$ cat src/rtl/maf_ram.sv
`timescale 1ns / 1ps

module maf_ram #(
	parameter int WIDTH = 8,
	parameter int DEPTH = 16,
	parameter int AW = (DEPTH > 1) ? $clog2(DEPTH) : 1
) (
	input  logic             clk,
	input  logic             we,
	input  logic [AW-1:0]    waddr,
	input  logic [WIDTH-1:0] wdata,
	input  logic             re,
	input  logic [AW-1:0]    raddr,
	output logic [WIDTH-1:0] rdata
);

	logic [WIDTH-1:0] mem [DEPTH];

	always_ff @(posedge clk) begin
		if (we) begin
			mem[waddr] <= wdata;
		end
		if (re) begin
			rdata <= mem[raddr];
		end
	end

endmodule

$ cat config.mk
export PLATFORM = sky130hd
export DESIGN_NAME = maf_ram
export DESIGN_NICKNAME = d
export VERILOG_FILES = /design/src/rtl/maf_ram.sv
export SDC_FILE = /design/constraint.sdc
export NUM_CORES = 1
export LEC_CHECK = 0
export BUFFER_PORTS_ARGS = -buffer_cell sky130_fd_sc_hd__buf_2
export CORE_AREA = 10 10 119 121
export CTS_BUF_LIST = sky130_fd_sc_hd__clkbuf_8 sky130_fd_sc_hd__clkbuf_16
export CTS_CLUSTER_DIAMETER = 80
export DETAILED_ROUTE_END_ITERATION = 7
export DIE_AREA = 0 0 129 131
export GPL_ROUTABILITY_DRIVEN = 0
export RECOVER_POWER = 50
export REMOVE_ABC_BUFFERS = 1
export SYNTH_ARGS = -nofsm -noshare
export SYNTH_HDL_FRONTEND = slang
export SYNTH_SLANG_ARGS = --single-unit
$ cat constraint.sdc
create_clock -name clk -period 2.3 [get_ports clk]
set_clock_uncertainty 0.2 [all_clocks]
set_input_delay 0.115 -clock clk [delete_from_list [all_inputs] [get_ports clk]]
set_output_delay 0.115 -clock clk [all_outputs]
set_load 0.1 [all_outputs]
==> results of run 1 <==
[synthesized netlist by cell type (all sizes together)]
cell,n
buf,7
nand2,9
a22oi,16
nand2b,2
edfxtp,136
nand3,1
mux4,32
nor2,13
or3b,1
nor3,4
and2b,1
and2,1
clkdlybuf4s25,3
nor2b,1
nand3b,2
[worst register-to-register path: cells and delay by family (launching register included)]
kind | cells | cell delay (ns)
multiplexers | 1 | 0.55
flip-flops | 1 | 0.37
AO/OA/AOI/OAI | 1 | 0.31
AND/OR/NAND/NOR | 1 | 0.09
[logic make-up (layout without fill, tap and decap cells)]
| group | count (synthesis) | in the layout | share of synthesized area (%) |
|---|---|---|---|
| DFF | 136 | 136 | 78.12 |
| and+or+nand+nor | 35 | 35 | 3.136 |
| muxes | 32 | 32 | 14.79 |
| AOI/OAI and AO/OA | 16 | 16 | 2.298 |
| buffers and inverters | 10 | 85 | 1.651 |
[stage by stage]
step	std cells	hold slack (ns)	instance area (sq um)	util (%)	worst slack, ns
global route	451	0.07446	6247	52.89	0.4830
detailed placement	411	0.3003	5623	47.61	0.2820
floorplan	219	0.01387	5141	-	0.4921
finish	451	0.07407	6247	52.89	0.5208
CTS	451	0.05728	6290	53.25	0.4947
global placement	411	0.3010	5623	47.61	0.3029
[per-layer routing]
layer | share of wire [%] | track usage [%] | wire (um) | vias up
met2 | 49 | 20.81 | 5060 | 76
met3 | 6.1 | 4.512 | 629 | 9
met4 | 1.1 | 4.214 | 112 | 0
met5 | 0 | 0 | 0 | -
li1 | - | - | - | 1105
met1 | 44 | 17.23 | 4568 | 1343
[power breakdown]
part	internal, mW	switching (mW)	leakage, nW	total (mW)
sequential	2.79	0.0148	1.24	2.81
combinational	0.115	0.233	0.564	0.348
clock	1.59	1.00	0.270	2.60
total	4.50	1.25	2.07	5.76
[state kept, by name, indices dropped and copies added (netlist names)]
register / cells
mem: 128
rdata: 8
[repair_timing]
action	in CTS	in global routing
resized for setup	0	0
hold buffers	9	0
hold endpoints to repair	136	0
[final cells by class]
| cell class | instances | area [sq um] | share of cell area [%] |
|---|---|---|---|
| clock buffers | 17 | 425.4 | 6.810 |
| clock inverters | 14 | 151.4 | 2.423 |
| multi-input cells | 83 | 1057 | 16.92 |
| flip-flops and latches | 136 | 4084 | 65.37 |
| well taps | 147 | 183.9 | 2.944 |
| repair buffers | 54 | 345.3 | 5.528 |
[worst paths after layout]
kind                                  end  startpoint  slack (ns)  depth (start not counted)
worst max register to register   rdata[0]   mem[1][0]        0.52                          3
worst min register to register   rdata[6]   mem[7][6]        0.55                          3
worst min-delay path            mem[4][0]    waddr[0]        0.07                          3
worst max-delay path             rdata[0]   mem[1][0]        0.52                          3
==> impl_metrics.tcl, run 1 <==
set metrics [dict create \
    cts_setup_buffers 0 \
    holdCritPathClass "in2reg" \
    synth_seq_cells 136 \
    clock-sinks 136 \
    num_rows 40 \
    place_hpwl_um 6521 \
    vdd_drop_max_v 0.0005089 \
    syn_inst 229 \
    grt_pass1_wl_um 16130 \
    path_delay_family "multiplexers" \
    start_util_pct 44.26 \
    synth_seq_area_share_pct 78.12 \
    period_share_pct 77.36 \
    cp_slowest_cell "mux4_1" \
    postRouteAntennaNets 0 \
    grt_pass1_vias 2693 \
    drc 0 \
    clk_latency_ns 0.41 \
    worstSetupPathType "reg2reg" \
    ioPinCount 27 \
    layout-drive-gt1-share_pct 25.66 \
    drt_iter0_drc 310 \
    cts.clk_slew.worst_paths_ns 0.06 \
    cts_tree "yes" \
    wl_um 10370 \
    fp.dieH_um 131 \
    drt_pre_antenna_iters 4 \
    critical_path_buf_inv_count 0 \
    routed_via_density 5.616 \
    required_ns 2.25 \
    worst_slew_pin_slew_ns 0.6997 \
    dieArea_sq_mm 0.01690 \
    fillCellCount 941 \
    min_period_ns 1.779 \
    cp_data_arrival_time_ns 1.73 \
    outcome "completed" \
    hold_violations 0 \
    finalPower_mw 5.755 \
    diodes 0 \
    path_cells "mux4_1, a22oi_1, nand2_1" \
    critPathCaptureType "flip-flop" \
    clockBufferDepth 2 \
    ys_types 18 \
    synth_area_leaders "edfxtp_1 78%, mux4_2 7.8%, mux4_1 7.0%" \
    cap_violations 0 \
    core_sq_mm 0.01181 \
    start_kind "flip-flop" \
    routed-via-count 2533 \
    grt_max_degree 33 \
    syn_area_per_cell_sq_um 22.83 \
    p_per_area_mw_per_mm2 921.2 \
    max_stage_delay_ns 0.55 \
    rsz0062_at_grt "false" \
    fmax_mhz 562.1 \
    ctsRootBufferMaster "clkbuf_16" \
    htree_num_levels 4 \
    netlist_area_sq_mm 0.005228 \
    setup_tns_ns 0 \
    slew_viol_final 0 \
    routedWlPerCell_um 22.99 \
    synth_top_area_share_pct 78.12 \
    yosys.area.top_type "edfxtp_1" \
    p_leak_nw 2.069 \
    relSlewSlack_pct 53.35 \
    yosysWarnings 0 \
    die_w_um 129 \
    track_usage_pct 13.31 \
    area_growth_pct 19.51 \
    final_common_cell "edfxtp_1" \
    mostFrequentLayoutCells "136 x edfxtp_1, 19 x buf_2, 18 x mux4_2" \
    cts-buffers-inserted 17 \
    portBuffers 26 \
    finalSetupViolCount 0 \
    overflow 0 \
    finalNetCount 311 \
    cp_max_fo 1 \
    antenna_found_initial 0 \
]
Note: power is estimated with default switching activity, not from simulation.
==> inputs of run 2 (changes only) <==
==> constraint.sdc (replaced) <==
create_clock -name clk -period 1.6 [get_ports clk]
set_clock_uncertainty 0.2 [all_clocks]
set_input_delay 0.08 -clock clk [delete_from_list [all_inputs] [get_ports clk]]
set_output_delay 0.08 -clock clk [all_outputs]
set_load 0.1 [all_outputs]
==> run 2 against run 1 <==
  * Total power up 43%
  * Register-to-register slack worse by 0.51 ns
  * Global-route usage down 0.13 points
  * Clock power up 41%
  * Worst hold slack worse by 0.054 ns
  * Critical endpoint is now rdata[7]
  * Largest cell class unchanged
  * Highest routed layer unchanged
==> impl_metrics.tcl, run 2 (synthesized netlist as in run 1, its figures left out) <==
set metrics [dict create \
    outcome "completed" \
    routed-via-count 2503 \
    antenna_found_initial 0 \
    routed_via_density 5.489 \
    critPathCaptureType "flip-flop" \
    grt_pass1_wl_um 15850 \
    worst_slew_pin_slew_ns 0.8674 \
    required_ns 1.55 \
    cts.clk_slew.worst_paths_ns 0.06 \
    placed_cell_area_sq_mm 0.005653 \
    core_sq_mm 0.01181 \
    place_hpwl_um 6356 \
    postRouteAntennaNets 0 \
    clockBufferDepth 2 \
    drt_iter0_drc 244 \
    num_rows 40 \
    drt_pre_antenna_iters 4 \
    clock-sinks 136 \
    ioPinCount 27 \
    stdcell_area_sq_mm 0.006267 \
    grt_max_degree 24 \
    finalSetupViolCount 0 \
    ctsRootBufferMaster "clkbuf_16" \
    dieArea_sq_mm 0.01690 \
    diodes 0 \
    p_leak_nw 2.052 \
    routedWlPerCell_um 22.22 \
    holdCritPathClass "in2reg" \
    top_layer_used "met4" \
    p_per_area_mw_per_mm2 1312 \
    start_kind "flip-flop" \
    cap_violations 0 \
    wl_met2_um 4564 \
    drt-met1-wl_um 4796 \
    min_period_ns 1.586 \
    die_w_um 129 \
    slew_viol_final 0 \
    cts_tree "yes" \
    mostFrequentLayoutCells "136 x edfxtp_1, 29 x mux4_2, 18 x buf_2, 18 x clkbuf_1, 17 x clkbuf_16" \
    htree_num_levels 4 \
    grt_pass1_vias 2613 \
    period_share_pct 99.12 \
    start_util_pct 44.26 \
    cp_max_fo 1 \
    dpl_worst_slack_ns -0.2422 \
    overflow 0 \
    finalNetCount 315 \
    wl_met3_um 718 \
    worstSetupPathType "reg2reg" \
    largest_register_ff_count 128 \
    vdd_drop_max_v 0.0009702 \
    fillCellCount 929 \
    track_usage_pct 13.18 \
    wl_um 10130 \
    fp.dieH_um 131 \
    final_common_cell "edfxtp_1" \
    rsz0062_at_grt "true" \
    area_growth_pct 19.89 \
    drc 0 \
    top_regs "mem x128, rdata x8" \
    setup_ws_ns 0.01405 \
    hold_violations 0 \
    top_register "mem" \
    cp_data_arrival_time_ns 1.54 \
    fmax_mhz 630.5 \
    layout-drive-gt1-share_pct 32.36 \
    portBuffers 26 \
    relSlewSlack_pct 42.05 \
    cts-buffers-inserted 17 \
    fin_hold_ws_ns 0.02053 \
    clk_latency_ns 0.42 \
    finalCoreUtilization_pct 53.06 \
]
## run 2: changes by cell type in the layout (fill, tap and decap cells not counted), moves of 2 or more
cell,change
buf_4,+3
inv_6,-2
a22oi_2,+10
mux4_2,+11
clkbuf_1,+2
mux4_1,-11
clkinvlp_4,-2
clkinv_2,+4
a22oi_1,-10
inv_1,+2
## run 2: power breakdown
part	switching, mW	internal, mW	total [mW]	leakage [nW]
combinational	0.342	0.182	0.524	0.533
sequential	0.0232	4.02	4.04	1.24
clock	1.40	2.26	3.66	0.283
total	1.76	6.46	8.23	2.05
## run 2: what timing repair did
action	4_1_cts	5_1_grt
endpoints found under the hold margin	136	0
setup buffers	0	0
pin swaps	5	5
resized for setup	13	8
hold buffers	9	0
endpoints found under the setup margin	6	7
## run 2: worst max-delay path, cell delays in order (launching register included)
cell and delay, ns:
edfxtp_1 0.37, mux4_2 0.49, a22oi_2 0.21, nand2_1 0.07
## run 2: cell type report
type | instances | area (sq um) | area share [%]
Timing Repair Buffer | 58 | 370.4 | 5.909
Sequential cell | 136 | 4084 | 65.16
Multi-Input combinational cell | 83 | 1066 | 17.01
Clock buffer | 17 | 425.4 | 6.788
Clock inverter | 15 | 137.6 | 2.196
Tap cell | 147 | 183.9 | 2.935
## run 2: layer usage
metal / vias up / track usage [%]
met5: - / 0
met4: 0 / 4.214
met3: 7 / 4.674
met2: 95 / 18.96
met1: 1294 / 18.32
li1: 1107 / -
## run 2: stage by stage
step / std cells / TNS (ns) / total power, mW
floorplan: 219 / -1.383 / 4.391
global placement: 415 / -1.445 / 4.604
detailed placement: 415 / -1.461 / 4.611
CTS: 456 / -0.003176 / 8.306
global route: 456 / -0.1539 / 8.517
finish: 456 / 0 / 8.226
## run 2: final timing paths
path / slack, ns / to / cells past startpoint / startpoint
min reg2reg: 0.53 / rdata[3] / 3 / mem[7][3]
min: 0.02 / mem[0][5] / 3 / waddr[1]
max: 0.01 / rdata[7] / 3 / mem[11][7]
max reg2reg: 0.01 / rdata[7] / 3 / mem[11][7]
